File: src/rtl/core/bhsa_pkg.sv
package bhsa_pkg;

    // field widths
    localparam int IDX_W      = 25;
    localparam int ADDR_W     = 25;
    localparam int COORD_W    = 10;
    localparam int EXT_W      = 9;
    localparam int SIZE_W     = 9;
    localparam int HALO_W     = 4;
    localparam int CFG_IDX_W  = 3;
    localparam int CFG_DATA_W = 10;
    localparam int TERM_W     = 12;

    // restoring divide steps done in one pipeline stage
    localparam int DIV_STEPS  = 5;

    // pipeline depth: two dividers over the index width, then three address stages
    localparam int DIV_STAGES  = (IDX_W + DIV_STEPS - 1) / DIV_STEPS;
    localparam int ADDR_STAGES = 3;
    localparam int PIPE_DEPTH  = 2 * DIV_STAGES + ADDR_STAGES;

    // parameter defaults
    localparam int MAX_LOCAL_SIZE_DEF = 256;
    localparam int MAX_HALO_DEF       = 8;

    // configuration register indexes
    typedef enum logic [CFG_IDX_W-1:0] {
        REG_BOX_I_MIN    = 3'd0,
        REG_BOX_J_MIN    = 3'd1,
        REG_BOX_K_MIN    = 3'd2,
        REG_BOX_J_EXTENT = 3'd3,
        REG_BOX_K_EXTENT = 3'd4,
        REG_HALO_WIDTH   = 3'd5,
        REG_LOCAL_J_SIZE = 3'd6,
        REG_LOCAL_K_SIZE = 3'd7
    } cfg_reg_t;

    // box configuration used by the datapath
    typedef struct packed {
        logic signed [COORD_W-1:0] box_i_min;
        logic signed [COORD_W-1:0] box_j_min;
        logic signed [COORD_W-1:0] box_k_min;
        logic        [EXT_W-1:0]   box_j_extent;
        logic        [EXT_W-1:0]   box_k_extent;
    } bhsa_cfg_t;

    // results of both dividers for one item
    typedef struct packed {
        logic [COORD_W-1:0] q2_lo;   // i offset, low bits
        logic [EXT_W-1:0]   r2;      // j offset
        logic [EXT_W-1:0]   r1;      // k offset
        logic [COORD_W-1:0] q1_lo;   // index over k extent, low bits
        logic [COORD_W-1:0] idx_lo;  // raw index, low bits
    } bhsa_div_res_t;

    // largest padded span along one axis
    function automatic int span_max(int max_local, int max_halo);
        int loc;
        int hal;
        loc = (max_local < 511) ? max_local : 511;
        hal = (max_halo < 15) ? max_halo : 15;
        return loc + 2 * hal;
    endfunction

    function automatic int span_width(int max_local, int max_halo);
        return $clog2(span_max(max_local, max_halo) + 1);
    endfunction

endpackage

File: src/rtl/core/bhsa_cfg_if.sv
interface bhsa_cfg_if;
    import bhsa_pkg::*;

    logic                  valid;
    logic                  ready;
    logic [CFG_IDX_W-1:0]  index;
    logic [CFG_DATA_W-1:0] data;

    modport source (output valid, output index, output data, input ready);
    modport sink   (input valid, input index, input data, output ready);
endinterface

File: src/rtl/core/bhsa_index_if.sv
interface bhsa_index_if;
    import bhsa_pkg::*;

    logic             valid;
    logic             ready;
    logic [IDX_W-1:0] iteration_index;

    modport source (output valid, output iteration_index, input ready);
    modport sink   (input valid, input iteration_index, output ready);
endinterface

File: src/rtl/core/bhsa_site_if.sv
interface bhsa_site_if;
    import bhsa_pkg::*;

    logic                      valid;
    logic                      ready;
    logic signed [COORD_W-1:0] coord_i;
    logic signed [COORD_W-1:0] coord_j;
    logic signed [COORD_W-1:0] coord_k;
    logic        [ADDR_W-1:0]  site_address;

    modport source (output valid, output coord_i, output coord_j, output coord_k,
                    output site_address, input ready);
    modport sink   (input valid, input coord_i, input coord_j, input coord_k,
                    input site_address, output ready);
endinterface

File: src/rtl/core/bhsa_cfg_regs.sv
module bhsa_cfg_regs #(
    parameter int MAX_LOCAL_SIZE = bhsa_pkg::MAX_LOCAL_SIZE_DEF,
    parameter int MAX_HALO       = bhsa_pkg::MAX_HALO_DEF,
    parameter int SPAN_W         = bhsa_pkg::span_width(MAX_LOCAL_SIZE, MAX_HALO),
    parameter int XS_W           = 2 * SPAN_W
) (
    input  logic                            clk,
    input  logic                            rst_n,
    input  logic                            wr_valid,
    output logic                            wr_ready,
    input  logic [bhsa_pkg::CFG_IDX_W-1:0]  wr_index,
    input  logic [bhsa_pkg::CFG_DATA_W-1:0] wr_data,
    output bhsa_pkg::bhsa_cfg_t             cfg,
    output logic [bhsa_pkg::HALO_W-1:0]     halo,
    output logic [SPAN_W-1:0]               ys,
    output logic [XS_W-1:0]                 xs
);
    import bhsa_pkg::*;

    bhsa_cfg_t         box_reg;
    logic [HALO_W-1:0] halo_width_reg;
    logic [SIZE_W-1:0] local_j_size_reg;
    logic [SIZE_W-1:0] local_k_size_reg;

    logic [HALO_W-1:0] halo_sat;
    logic [SPAN_W-1:0] j_sat;
    logic [SPAN_W-1:0] k_sat;
    logic [SPAN_W-1:0] halo_span;

    logic [HALO_W-1:0] halo_reg;
    logic [SPAN_W-1:0] ys_reg;
    logic [SPAN_W-1:0] js_reg;
    logic [XS_W-1:0]   xs_reg;

    cfg_reg_t wr_sel;

    assign wr_ready = 1'b1;
    assign wr_sel   = cfg_reg_t'(wr_index);

    // register writes
    always_ff @(posedge clk or negedge rst_n)
    begin
        if (!rst_n)
        begin
            box_reg.box_i_min    <= COORD_W'(1);
            box_reg.box_j_min    <= COORD_W'(1);
            box_reg.box_k_min    <= COORD_W'(1);
            box_reg.box_j_extent <= EXT_W'(1);
            box_reg.box_k_extent <= EXT_W'(1);
            halo_width_reg       <= HALO_W'(1);
            local_j_size_reg     <= SIZE_W'(1);
            local_k_size_reg     <= SIZE_W'(1);
        end
        else if (wr_valid)
        begin
            unique case (wr_sel)
                REG_BOX_I_MIN:    box_reg.box_i_min    <= wr_data[COORD_W-1:0];
                REG_BOX_J_MIN:    box_reg.box_j_min    <= wr_data[COORD_W-1:0];
                REG_BOX_K_MIN:    box_reg.box_k_min    <= wr_data[COORD_W-1:0];
                REG_BOX_J_EXTENT: box_reg.box_j_extent <= wr_data[EXT_W-1:0];
                REG_BOX_K_EXTENT: box_reg.box_k_extent <= wr_data[EXT_W-1:0];
                REG_HALO_WIDTH:   halo_width_reg       <= wr_data[HALO_W-1:0];
                REG_LOCAL_J_SIZE: local_j_size_reg     <= wr_data[SIZE_W-1:0];
                REG_LOCAL_K_SIZE: local_k_size_reg     <= wr_data[SIZE_W-1:0];
            endcase
        end
    end

    // saturate halo and sizes
    assign halo_sat  = (int'(halo_width_reg) > MAX_HALO) ? HALO_W'(MAX_HALO) : halo_width_reg;
    assign j_sat     = (int'(local_j_size_reg) > MAX_LOCAL_SIZE) ? SPAN_W'(MAX_LOCAL_SIZE)
                                                                 : SPAN_W'(local_j_size_reg);
    assign k_sat     = (int'(local_k_size_reg) > MAX_LOCAL_SIZE) ? SPAN_W'(MAX_LOCAL_SIZE)
                                                                 : SPAN_W'(local_k_size_reg);
    assign halo_span = SPAN_W'({halo_sat, 1'b0});

    // padded strides, registered in two steps
    always_ff @(posedge clk or negedge rst_n)
    begin
        if (!rst_n)
        begin
            halo_reg <= HALO_W'(1);
            ys_reg   <= SPAN_W'(3);
            js_reg   <= SPAN_W'(3);
            xs_reg   <= XS_W'(9);
        end
        else
        begin
            halo_reg <= halo_sat;
            ys_reg   <= k_sat + halo_span;
            js_reg   <= j_sat + halo_span;
            xs_reg   <= XS_W'(ys_reg) * XS_W'(js_reg);
        end
    end

    assign cfg  = box_reg;
    assign halo = halo_reg;
    assign ys   = ys_reg;
    assign xs   = xs_reg;

endmodule

File: src/rtl/core/bhsa_div_pipe.sv
module bhsa_div_pipe #(
    parameter int NUM_W  = bhsa_pkg::IDX_W,
    parameter int DEN_W  = bhsa_pkg::EXT_W,
    parameter int SIDE_W = 1
) (
    input  logic              clk,
    input  logic              rst_n,
    input  logic              in_valid,
    output logic              in_ready,
    input  logic [NUM_W-1:0]  dividend,
    input  logic [DEN_W-1:0]  divisor,
    input  logic [SIDE_W-1:0] side_in,
    output logic              out_valid,
    input  logic              out_ready,
    output logic [NUM_W-1:0]  quotient,
    output logic [DEN_W-1:0]  remainder,
    output logic [SIDE_W-1:0] side_out
);
    import bhsa_pkg::*;

    localparam int STAGES = (NUM_W + DIV_STEPS - 1) / DIV_STEPS;

    logic [STAGES-1:0] valid_reg;
    logic [STAGES:0]   adv;
    logic [DEN_W-1:0]  rem_reg  [STAGES];
    logic [NUM_W-1:0]  nq_reg   [STAGES];
    logic [SIDE_W-1:0] side_reg [STAGES];

    assign adv[STAGES] = out_ready;
    assign in_ready    = adv[0];

    genvar s;
    generate
        for (s = 0; s < STAGES; s++)
        begin : g_stage
            logic              valid_in;
            logic [DEN_W-1:0]  rem_in;
            logic [NUM_W-1:0]  nq_in;
            logic [SIDE_W-1:0] side_s;
            logic [DEN_W-1:0]  rem_next;
            logic [NUM_W-1:0]  nq_next;

            // stage input: the port for the first stage, the previous stage otherwise
            if (s == 0)
            begin : g_first
                assign valid_in = in_valid;
                assign rem_in   = '0;
                assign nq_in    = dividend;
                assign side_s   = side_in;
            end
            else
            begin : g_next
                assign valid_in = valid_reg[s-1];
                assign rem_in   = rem_reg[s-1];
                assign nq_in    = nq_reg[s-1];
                assign side_s   = side_reg[s-1];
            end

            // stage moves when empty or when the next one moves
            assign adv[s] = !valid_reg[s] || adv[s+1];

            // restoring divide steps, quotient bits shift in behind the dividend
            always_comb
            begin : p_step
                logic [DEN_W:0]   trial;
                logic [DEN_W-1:0] r;
                logic [NUM_W-1:0] nq;
                r     = rem_in;
                nq    = nq_in;
                trial = '0;
                for (int b = 0; b < DIV_STEPS; b++)
                begin
                    if (s * DIV_STEPS + b < NUM_W)
                    begin
                        trial = {r, nq[NUM_W-1]};
                        nq    = {nq[NUM_W-2:0], 1'b0};
                        if (trial >= {1'b0, divisor})
                        begin
                            trial = trial - {1'b0, divisor};
                            nq[0] = 1'b1;
                        end
                        r = trial[DEN_W-1:0];
                    end
                end
                rem_next = r;
                nq_next  = nq;
            end

            always_ff @(posedge clk or negedge rst_n)
            begin
                if (!rst_n)
                    valid_reg[s] <= 1'b0;
                else if (adv[s])
                    valid_reg[s] <= valid_in;
            end

            always_ff @(posedge clk)
            begin
                if (adv[s])
                begin
                    rem_reg[s]  <= rem_next;
                    nq_reg[s]   <= nq_next;
                    side_reg[s] <= side_s;
                end
            end
        end
    endgenerate

    assign out_valid = valid_reg[STAGES-1];
    assign quotient  = nq_reg[STAGES-1];
    assign remainder = rem_reg[STAGES-1];
    assign side_out  = side_reg[STAGES-1];

endmodule

File: src/rtl/core/bhsa_addr_gen.sv
module bhsa_addr_gen #(
    parameter int SPAN_W = 9,
    parameter int XS_W   = 2 * SPAN_W
) (
    input  logic                                clk,
    input  logic                                rst_n,
    input  logic                                in_valid,
    output logic                                in_ready,
    input  bhsa_pkg::bhsa_div_res_t             res,
    input  bhsa_pkg::bhsa_cfg_t                 cfg,
    input  logic [bhsa_pkg::HALO_W-1:0]         halo,
    input  logic [SPAN_W-1:0]                   ys,
    input  logic [XS_W-1:0]                     xs,
    output logic                                out_valid,
    input  logic                                out_ready,
    output logic signed [bhsa_pkg::COORD_W-1:0] coord_i,
    output logic signed [bhsa_pkg::COORD_W-1:0] coord_j,
    output logic signed [bhsa_pkg::COORD_W-1:0] coord_k,
    output logic [bhsa_pkg::ADDR_W-1:0]         site_address
);
    import bhsa_pkg::*;

    logic adv1;
    logic adv2;
    logic adv3;

    logic [COORD_W-1:0] off_i;
    logic [COORD_W-1:0] off_j;
    logic [COORD_W-1:0] off_k;
    logic               k_zero;
    logic               j_zero;

    logic signed [TERM_W-1:0] term_i;
    logic signed [TERM_W-1:0] term_j;
    logic signed [TERM_W-1:0] term_k;
    logic signed [TERM_W-1:0] halo_term;

    logic                      v1_reg;
    logic signed [COORD_W-1:0] ci1_reg;
    logic signed [COORD_W-1:0] cj1_reg;
    logic signed [COORD_W-1:0] ck1_reg;

    logic                      v2_reg;
    logic signed [COORD_W-1:0] ci2_reg;
    logic signed [COORD_W-1:0] cj2_reg;
    logic signed [COORD_W-1:0] ck2_reg;
    logic [ADDR_W-1:0]         pi_reg;
    logic [ADDR_W-1:0]         pj_reg;
    logic [ADDR_W-1:0]         pk_reg;

    logic                      v3_reg;
    logic signed [COORD_W-1:0] ci3_reg;
    logic signed [COORD_W-1:0] cj3_reg;
    logic signed [COORD_W-1:0] ck3_reg;
    logic [ADDR_W-1:0]         addr3_reg;

    // stall chain
    assign adv3     = !v3_reg || out_ready;
    assign adv2     = !v2_reg || adv3;
    assign adv1     = !v1_reg || adv2;
    assign in_ready = adv1;

    // offsets, with the empty-extent cases
    assign k_zero = (cfg.box_k_extent == '0);
    assign j_zero = (cfg.box_j_extent == '0);
    assign off_k  = k_zero ? res.idx_lo : COORD_W'(res.r1);
    assign off_j  = k_zero ? '0 : (j_zero ? res.q1_lo : COORD_W'(res.r2));
    assign off_i  = (k_zero || j_zero) ? '0 : res.q2_lo;

    // stage 1: coordinates
    always_ff @(posedge clk)
    begin
        if (adv1)
        begin
            ci1_reg <= cfg.box_i_min + off_i;
            cj1_reg <= cfg.box_j_min + off_j;
            ck1_reg <= cfg.box_k_min + off_k;
        end
    end

    // padded-array terms h + c - 1
    assign halo_term = $signed({{(TERM_W-HALO_W){1'b0}}, halo});
    assign term_i    = halo_term + TERM_W'(ci1_reg) - TERM_W'(1);
    assign term_j    = halo_term + TERM_W'(cj1_reg) - TERM_W'(1);
    assign term_k    = halo_term + TERM_W'(ck1_reg) - TERM_W'(1);

    // stage 2: stride products, modulo the address width
    always_ff @(posedge clk)
    begin
        if (adv2)
        begin
            ci2_reg <= ci1_reg;
            cj2_reg <= cj1_reg;
            ck2_reg <= ck1_reg;
            pi_reg  <= ADDR_W'(xs) * ADDR_W'(term_i);
            pj_reg  <= ADDR_W'(ys) * ADDR_W'(term_j);
            pk_reg  <= ADDR_W'(term_k);
        end
    end

    // stage 3: sum into the output register
    always_ff @(posedge clk)
    begin
        if (adv3)
        begin
            ci3_reg   <= ci2_reg;
            cj3_reg   <= cj2_reg;
            ck3_reg   <= ck2_reg;
            addr3_reg <= pi_reg + pj_reg + pk_reg;
        end
    end

    // valid bits
    always_ff @(posedge clk or negedge rst_n)
    begin
        if (!rst_n)
        begin
            v1_reg <= 1'b0;
            v2_reg <= 1'b0;
            v3_reg <= 1'b0;
        end
        else
        begin
            if (adv1)
                v1_reg <= in_valid;
            if (adv2)
                v2_reg <= v1_reg;
            if (adv3)
                v3_reg <= v2_reg;
        end
    end

    assign out_valid    = v3_reg;
    assign coord_i      = ci3_reg;
    assign coord_j      = cj3_reg;
    assign coord_k      = ck3_reg;
    assign site_address = addr3_reg;

endmodule

File: src/rtl/core/box_index_to_halo_site_address_top.sv
// pipeline: an accepted item passes two 5-stage divider pipelines
// of 5 restoring steps each, then 3 stages for coordinates, stride products and sum
// throughput: one item per cycle while the output is ready; stages advance
// independently so bubbles close up under output back-pressure
// reset: clears all valid bits and loads every box register with 1; strides follow
// a register write through the ys and js registers and then the xs register
module box_index_to_halo_site_address_top #(
    parameter int MAX_LOCAL_SIZE = bhsa_pkg::MAX_LOCAL_SIZE_DEF,
    parameter int MAX_HALO       = bhsa_pkg::MAX_HALO_DEF
) (
    input  logic               clk,
    input  logic               rst_n,
    bhsa_cfg_if.sink           cfg,
    bhsa_index_if.sink         box_index,
    bhsa_site_if.source        site
);
    import bhsa_pkg::*;

    localparam int SPAN_W = span_width(MAX_LOCAL_SIZE, MAX_HALO);
    localparam int XS_W   = 2 * SPAN_W;
    localparam int SIDE2_W = EXT_W + 2 * COORD_W;

    bhsa_cfg_t         box_cfg;
    logic [HALO_W-1:0] halo;
    logic [SPAN_W-1:0] ys;
    logic [XS_W-1:0]   xs;

    logic               d1_valid;
    logic               d1_ready;
    logic [IDX_W-1:0]   d1_quot;
    logic [EXT_W-1:0]   d1_rem;
    logic [COORD_W-1:0] d1_idx_lo;

    logic               d2_valid;
    logic               d2_ready;
    logic [IDX_W-1:0]   d2_quot;
    logic [EXT_W-1:0]   d2_rem;
    logic [SIDE2_W-1:0] d2_side;

    bhsa_div_res_t      div_res;

    // configuration registers and padded strides
    bhsa_cfg_regs #(
        .MAX_LOCAL_SIZE (MAX_LOCAL_SIZE),
        .MAX_HALO       (MAX_HALO),
        .SPAN_W         (SPAN_W),
        .XS_W           (XS_W)
    ) u_cfg (
        .clk      (clk),
        .rst_n    (rst_n),
        .wr_valid (cfg.valid),
        .wr_ready (cfg.ready),
        .wr_index (cfg.index),
        .wr_data  (cfg.data),
        .cfg      (box_cfg),
        .halo     (halo),
        .ys       (ys),
        .xs       (xs)
    );

    // index split by the k extent
    bhsa_div_pipe #(
        .NUM_W  (IDX_W),
        .DEN_W  (EXT_W),
        .SIDE_W (COORD_W)
    ) u_div_k (
        .clk       (clk),
        .rst_n     (rst_n),
        .in_valid  (box_index.valid),
        .in_ready  (box_index.ready),
        .dividend  (box_index.iteration_index),
        .divisor   (box_cfg.box_k_extent),
        .side_in   (box_index.iteration_index[COORD_W-1:0]),
        .out_valid (d1_valid),
        .out_ready (d1_ready),
        .quotient  (d1_quot),
        .remainder (d1_rem),
        .side_out  (d1_idx_lo)
    );

    // row index split by the j extent
    bhsa_div_pipe #(
        .NUM_W  (IDX_W),
        .DEN_W  (EXT_W),
        .SIDE_W (SIDE2_W)
    ) u_div_j (
        .clk       (clk),
        .rst_n     (rst_n),
        .in_valid  (d1_valid),
        .in_ready  (d1_ready),
        .dividend  (d1_quot),
        .divisor   (box_cfg.box_j_extent),
        .side_in   ({d1_rem, d1_quot[COORD_W-1:0], d1_idx_lo}),
        .out_valid (d2_valid),
        .out_ready (d2_ready),
        .quotient  (d2_quot),
        .remainder (d2_rem),
        .side_out  (d2_side)
    );

    assign div_res.q2_lo  = d2_quot[COORD_W-1:0];
    assign div_res.r2     = d2_rem;
    assign div_res.r1     = d2_side[SIDE2_W-1 -: EXT_W];
    assign div_res.q1_lo  = d2_side[2*COORD_W-1 -: COORD_W];
    assign div_res.idx_lo = d2_side[COORD_W-1:0];

    // coordinates and address
    bhsa_addr_gen #(
        .SPAN_W (SPAN_W),
        .XS_W   (XS_W)
    ) u_addr (
        .clk          (clk),
        .rst_n        (rst_n),
        .in_valid     (d2_valid),
        .in_ready     (d2_ready),
        .res          (div_res),
        .cfg          (box_cfg),
        .halo         (halo),
        .ys           (ys),
        .xs           (xs),
        .out_valid    (site.valid),
        .out_ready    (site.ready),
        .coord_i      (site.coord_i),
        .coord_j      (site.coord_j),
        .coord_k      (site.coord_k),
        .site_address (site.site_address)
    );

endmodule

File: src/flat_wrapper.sv
// flat-port wrapper written by rule: the top's interface ports become plain ports
module box_index_to_halo_site_address_top_flat import bhsa_pkg::*;
#(
    parameter int MAX_LOCAL_SIZE = bhsa_pkg::MAX_LOCAL_SIZE_DEF,
    parameter int MAX_HALO       = bhsa_pkg::MAX_HALO_DEF
)
  (clk, rst_n, cfg_valid, cfg_index, cfg_data, cfg_ready, box_index_valid, box_index_iteration_index, box_index_ready, site_valid, site_coord_i, site_coord_j, site_coord_k, site_site_address, site_ready);
  bhsa_cfg_if cfg_i ();
  bhsa_index_if box_index_i ();
  bhsa_site_if site_i ();
  input  logic clk;
  input  logic rst_n;
  input wire logic [$bits(cfg_i.valid)-1:0] cfg_valid;
  input wire logic [$bits(cfg_i.index)-1:0] cfg_index;
  input wire logic [$bits(cfg_i.data)-1:0] cfg_data;
  output wire logic [$bits(cfg_i.ready)-1:0] cfg_ready;
  input wire logic [$bits(box_index_i.valid)-1:0] box_index_valid;
  input wire logic [$bits(box_index_i.iteration_index)-1:0] box_index_iteration_index;
  output wire logic [$bits(box_index_i.ready)-1:0] box_index_ready;
  output wire logic [$bits(site_i.valid)-1:0] site_valid;
  output wire logic [$bits(site_i.coord_i)-1:0] site_coord_i;
  output wire logic [$bits(site_i.coord_j)-1:0] site_coord_j;
  output wire logic [$bits(site_i.coord_k)-1:0] site_coord_k;
  output wire logic [$bits(site_i.site_address)-1:0] site_site_address;
  input wire logic [$bits(site_i.ready)-1:0] site_ready;
  assign cfg_i.valid = cfg_valid;
  assign cfg_i.index = cfg_index;
  assign cfg_i.data = cfg_data;
  assign cfg_ready = cfg_i.ready;
  assign box_index_i.valid = box_index_valid;
  assign box_index_i.iteration_index = box_index_iteration_index;
  assign box_index_ready = box_index_i.ready;
  assign site_valid = site_i.valid;
  assign site_coord_i = site_i.coord_i;
  assign site_coord_j = site_i.coord_j;
  assign site_coord_k = site_i.coord_k;
  assign site_site_address = site_i.site_address;
  assign site_i.ready = site_ready;
  box_index_to_halo_site_address_top #(.MAX_LOCAL_SIZE(MAX_LOCAL_SIZE), .MAX_HALO(MAX_HALO)) u_core (.clk(clk), .rst_n(rst_n), .cfg(cfg_i), .box_index(box_index_i), .site(site_i));
endmodule
File: config.mk
export PLATFORM = sky130hd
export DESIGN_NAME = box_index_to_halo_site_address_top_flat
export DESIGN_NICKNAME = d
export VERILOG_FILES = /design/src/rtl/core/bhsa_pkg.sv /design/src/rtl/core/bhsa_cfg_if.sv /design/src/rtl/core/bhsa_index_if.sv /design/src/rtl/core/bhsa_site_if.sv /design/src/rtl/core/bhsa_cfg_regs.sv /design/src/rtl/core/bhsa_div_pipe.sv /design/src/rtl/core/bhsa_addr_gen.sv /design/src/rtl/core/box_index_to_halo_site_address_top.sv /design/src/flat_wrapper.sv
export SDC_FILE = /design/constraint.sdc
export NUM_CORES = 2
export LEC_CHECK = 0
export BUFFER_PORTS_ARGS = -buffer_cell sky130_fd_sc_hd__buf_2
export CORE_MARGIN = 2
export CORE_UTILIZATION = 35
export DETAILED_ROUTE_END_ITERATION = 8
export GPL_TIMING_DRIVEN = 0
export PLACE_DENSITY = 0.6
export SLEW_MARGIN = 0
export SYNTH_ARGS = -nofsm -noshare
export SYNTH_HDL_FRONTEND = slang
export SYNTH_SLANG_ARGS = --single-unit
File: constraint.sdc
create_clock -name clk -period 25.6 [get_ports clk]
set_input_delay 1.28 -clock clk [delete_from_list [all_inputs] [get_ports clk]]
set_output_delay 1.28 -clock clk [all_outputs]
set_load 0.03 [all_outputs]
After elaboration in Yosys (flattened, before gate mapping)
Memory sizes are Yosys's and may differ from the RTL's.
Cells that the tools add are included.

word-level totals
  flip-flop bits (word level) = 300
  latch bits = 0
  memory bits (writable) = 535
  memory bits (read-only) = 0
  output and inout bits = 58
  word-level logic and storage cells = 335
  memories kept = 6

operators by class
  add/sub/neg operators = 63
  multiply operators = 3
  divide/modulo/power cells = 0
  magnitude comparators = 53
  eq/ne operators = 7
  shift-type cells = 0
  mux-type cells = 127
  bitwise gates (word level) = 0
  reduce and logical (&&, ||, !) cells = 38

memory list
  memory                   words  bits a word  rd ports  clocked after Yosys merged registers in  write ports  line                 RTL
  u_core.u_div_j.side_reg  5      29           5         0                                        5            bhsa_div_pipe.sv:27  logic [SIDE_W-1:0] side_reg [STAGES];
  u_core.u_div_j.nq_reg    5      25           5         0                                        5            bhsa_div_pipe.sv:26  logic [NUM_W-1:0] nq_reg [STAGES];
  u_core.u_div_k.nq_reg    5      25           5         0                                        5            bhsa_div_pipe.sv:26
  u_core.u_div_k.side_reg  5      10           5         0                                        5            bhsa_div_pipe.sv:27
  u_core.u_div_j.rem_reg   5      9            5         0                                        5            bhsa_div_pipe.sv:25  logic [DEN_W-1:0] rem_reg [STAGES];
  u_core.u_div_k.rem_reg   5      9            5         0                                        5            bhsa_div_pipe.sv:25

operators with widths
  cell                                                 count
  greater-or-equal comparator 10 x 9 -> 1 bit          48
  two-way mux 9 bit                                    52
  subtractor 9 bit                                     48
  two-way mux 1 bit                                    70
  adder 25 bit                                         2
  two-way mux 10 bit                                   4
  subtractor 11 x 2 -> 12 bit (second input constant)  3
  adder 5 x 10 -> 11 bit                               3
  adder 10 bit                                         3
  multiplier 19 x 12 -> 25 bit                         1
  multiplier 10 x 12 -> 22 bit                         1
  adder 9 x 5 -> 9 bit                                 2
  greater-or-equal comparator 1 x 9 -> 1 bit           2
  > comparator 9 bit (second input constant)           2
  zero test 9 bit                                      2
  multiplier 9 x 9 -> 18 bit                           1
  subtractor 1 x 9 -> 9 bit                            2
  AND reduction 2 bit                                  8
  logical OR 1 bit                                     14
  zero test 1 bit                                      13
  == test 3 bit (second input constant)                4
  == test 3 x 2 -> 1 bit (second input constant)       2
  > comparator 4 bit (second input constant)           1
  two-way mux 4 bit                                    1
  2 further kinds                                      2

Logic depth before layout (Yosys ltp)
  depth after elaboration = 16
  mapped depth = 52
  gate-level depth less buffers = 48

Cells and area by module
Synthesis repeated with hierarchy kept, for this count alone.

unflattened totals
  cell total of the unflattened synthesis = 6,048
  area total of the unflattened synthesis = 66,593.9 µm²

modules (own cells, without submodules)
  module                           instances  cells each  area each (µm²)  seq. area each (µm²)
  bhsa_div_pipe at u_core.u_div_j  1          1,811       21,311.7         9,584.2
  bhsa_addr_gen                    1          1,954       20,160.6         5,300.1
  bhsa_div_pipe at u_core.u_div_k  1          1,704       18,277.5         6,731.5
  bhsa_cfg_regs                    1          579         6,844.1          2,771.4

Least setup slack after synthesis
No wires, ideal clock.

  path kind = reg-to-reg
  start = register u_core.u_cfg.box_reg (netlist bit u_core.u_cfg.cfg[1])
  end = memory u_core.u_div_k.rem_reg[0][37] in the netlist's numbering, data pin
  arrival time = 11.522 ns
  data required time = 25.338 ns
  setup slack = 13.815 ns
  stages on the path, launching flop included = 47
  path buffers = 4
  period minus slack after synthesis = 11.785 ns
  cell sequence = dfrtp_1 inv_1 fa_1 a211o_1 a211oi_1 o32a_1 and2_1 buf_4 mux2_2 ha_1 nor2b_1 o21ai_0 a31oi_1 a211oi_1 and2_1 clkbuf_1 inv_1 clkbuf_1 [11 not listed] a21o_1 a21o_1 a211o_1 a221oi_1 o211ai_1 mux2i_1 clkinv_1 mux2_2 ha_1 a21oi_1 nor2_1 nor2_1 nand2_1 o21ai_0 nand2b_1 a211o_1 buf_2 mux2_1

RTL lines
  element      line                 RTL
  from (decl)  bhsa_cfg_regs.sv:20  bhsa_cfg_t box_reg;
  to (decl)    bhsa_div_pipe.sv:25

==> out/metrics.cfg <==
[sta]
fmax_mhz = 73.99
finalWorstPathRequiredPeriod_ns = 13.52
slew-limit-headroom = 0.06035
setup_tns_ns = 0
worst_slack_ns = 12.08
hold_violations = 0
rsz0062_at_grt = false
max_slew.worst_pin.slew_ns = 1.408
setup_violations = 0
clock_skew_ns = 0.04324
maxSlewViolCount = 0
fin_crit_sh = 0.5280

[worst_setup_path]
crit_slowest_cell = dfrtp_1
regToRegSetupSlack_ns = 12.08
critical_path.endpoint_type = register
worstReg2RegStart = u_core.u_cfg.cfg[10]
worstSetupPathDepth = 48
crit_path_start_kind = register
reg2reg_depth = 48
critPathKind = reg2reg
critPathBufInv = 10
worstPathMaxFanout = 23
cpMostUsedCell = a21oi_1
r2r_end = u_core.u_div_j.rem_reg[0][31]
cp_data_arrival_time_ns = 13.95
worst_ep_required_time_ns = 26.04
cp_slowest_stage_delay_ns = 1.01
critPathTopFamily = compound AO/OA/AOI/OAI gates

[synthesis]
yosysWarnings = 0
ys_ff_latch = 702
synth_area_leaders = edfxtp_1 28%, ha_1 14%, fa_1 12%
yosysMostFrequentCell = ha_1
synth_common_cells = 681 x ha_1, 673 x inv_1, 579 x edfxtp_1, 396 x nand2_1, 379 x fa_1
yosysTopAreaCell = edfxtp_1
netlist_instances = 5853
synth_edf_count = 579
synth_top_area_share = 0.2826
ys_types = 97
ys.flop_type = edfxtp_1
syn-num-nets = 6956
async_flop_share = 0.1752
netlist_area_mm2 = 0.06152
syn_avg_cell_area_um2 = 10.51
seq_area_frac_synth = 0.3329

[worst_hold_path]
hold_depth = 0
min_to = u_core.u_div_k.side_reg[0][47]
hp-class = reg2reg
hold_start = u_core.u_div_k.side_reg[0][37]

[clocking]
cts_max_level = 3
cts_hold_buf = 0
clock-sinks = 702
clock_path_buffers = 3
clk_latency_ns = 0.72
numCtsBuffers = 82
post-cts-setup-buffer-count = 0
cts_tree = yes
clk_pin_slew_ns = 0.06
root_buffer = clkbuf_16
cts_resized = 0

[cells_and_area]
largest_register_ffs = 112
final-seq-area_mm2 = 0.02048
fin_nets = 7155
syn2layout_area_growth_pct = 10.76
nFillCells = 16895
antenna_cells = 0
drive_above_1_share = 0.1064
multi_input_area_mm2 = 0.03803

[outcome]
status = finished, final reports clean

[drt]
via_per_inst = 5.012
drtAntennaViolNets = 0
drt-total-wl_um = 140800
wire_per_inst_um = 16.68
drcViolationCount = 0
drtIter0Drc = 2223
dr.pass1.iters = 5
num_vias = 42325

[job]
drv_cap = 0

[global_route]
antenna_found_initial = 6
grt-ovfl-total = 0
grt_pass1_vias = 43190
grt_first_pass_wirelength_um = 228400
grt_use_total = 0.1577
grt_max_degree = 83

[floorplan]
fp.dieH_um = 423.3
io_pins = 101
start_util = 0.3532
coreArea_mm2 = 0.1742
dieArea_mm2 = 0.1792
fp.dieW_um = 423.3
rows = 153

[place]
portBuffers = 96
place_congestion = 0.8615
dp_slack_ns = 11.95
place.detailed.hpwl_um = 111000

-- cell usage in the layout (no fill, tap or decap), drive strengths merged, types with 21 or more instances in the layout --
cell,instances
o21ai,238
o21a,57
or3,32
dfrtp,108
and3,21
xor2,149
fa,379
nor2,295
nor3,70
ha,681
buf,136
xnor2,276
o21bai,67
clkbuf,180
nand3,40
nand2b,107
edfxtp,579
nor2b,105
and2,180
or2,28
a21oi,372
mux2i,68
clkinv,40
inv,685
mux2,281
a21o,156
o31ai,27
a21boi,23
a211oi,42
nand2,396
nand4,74
-- cell families (layout without fill, tap and decap cells) --
logic type / count (synthesis) / after routing / share of synthesized area
AO/OA/AOI/OAI: 1122 / 1122 / 0.1164
XOR/XNOR: 425 / 425 / 0.06050
adder cells (fa/ha/maj): 1061 / 1061 / 0.2620
buffers and inverters: 792 / 1059 / 0.04940
flip-flops: 702 / 702 / 0.3329
multiplexers: 349 / 349 / 0.06447
other: 1 / 1 / 0.00006095
AND/OR/NAND/NOR: 1401 / 1401 / 0.1142
-- worst reg2reg max path: cells and delay by family, from the launching register on --
family	cells	cell delay, ns
adders and majority gates	5	1.80
muxes	5	1.97
DFF	1	1.01
buffers and inverters	10	2.38
AOI/OAI and AO/OA	19	4.71
and+or+nand+nor	9	1.42
-- how the worst max path moves through the flow --
stage / startpoint / end / slack [ns]
2_1_floorplan: u_core.u_cfg.cfg[1] / u_core.u_div_k.rem_reg[0][37] / 13.82
3_3_place_gp: u_core.u_cfg.cfg[1] / u_core.u_div_k.rem_reg[0][38] / 10.79
3_5_place_dp: u_core.u_cfg.cfg[1] / u_core.u_div_k.rem_reg[0][38] / 11.95
4_1_cts: u_core.u_cfg.cfg[1] / u_core.u_div_k.rem_reg[0][38] / 11.90
5_1_grt: u_core.u_cfg.cfg[10] / u_core.u_div_j.rem_reg[0][31] / 11.04
6_report: u_core.u_cfg.cfg[10] / u_core.u_div_j.rem_reg[0][31] / 12.08
-- area by class of cell --
type,count,share of cell area
multi-input combinational,4359,0.5580
tap,2325,0.04269
buffer,106,0.006738
clock inverter,57,0.009217
sequential,702,0.3006
inverter,686,0.03786
timing repair buffer,115,0.01316
clock buffer,95,0.03173
-- metrics by stage --
| stage | cell area [um^2] | hold slack (ns) | instances | util |
|---|---|---|---|---|
| finish | 68150 | 0.3901 | 8445 | 0.3912 |
| global route | 68150 | 0.4014 | 8445 | 0.3912 |
| CTS | 68130 | 0.3954 | 8444 | 0.3911 |
| detailed placement | 65340 | 0.4045 | 8292 | 0.3751 |
| global placement | 64910 | 0.4008 | 8274 | 0.3726 |
| floorplan | 61520 | 0.4003 | 5853 | - |
-- routing by layer --
metal  vias to the layer above  global-route usage  wire [um]
li1                      20891                   -          -
met1                     20558              0.1965      61530
met2                       692              0.2845      70930
met3                       184             0.02227       5212
met4                         0             0.03932       3154
met5                         -                   0          0
Power is not shown: default switching activity piles up to over one toggle a cycle in this logic, so the estimate is an artifact.
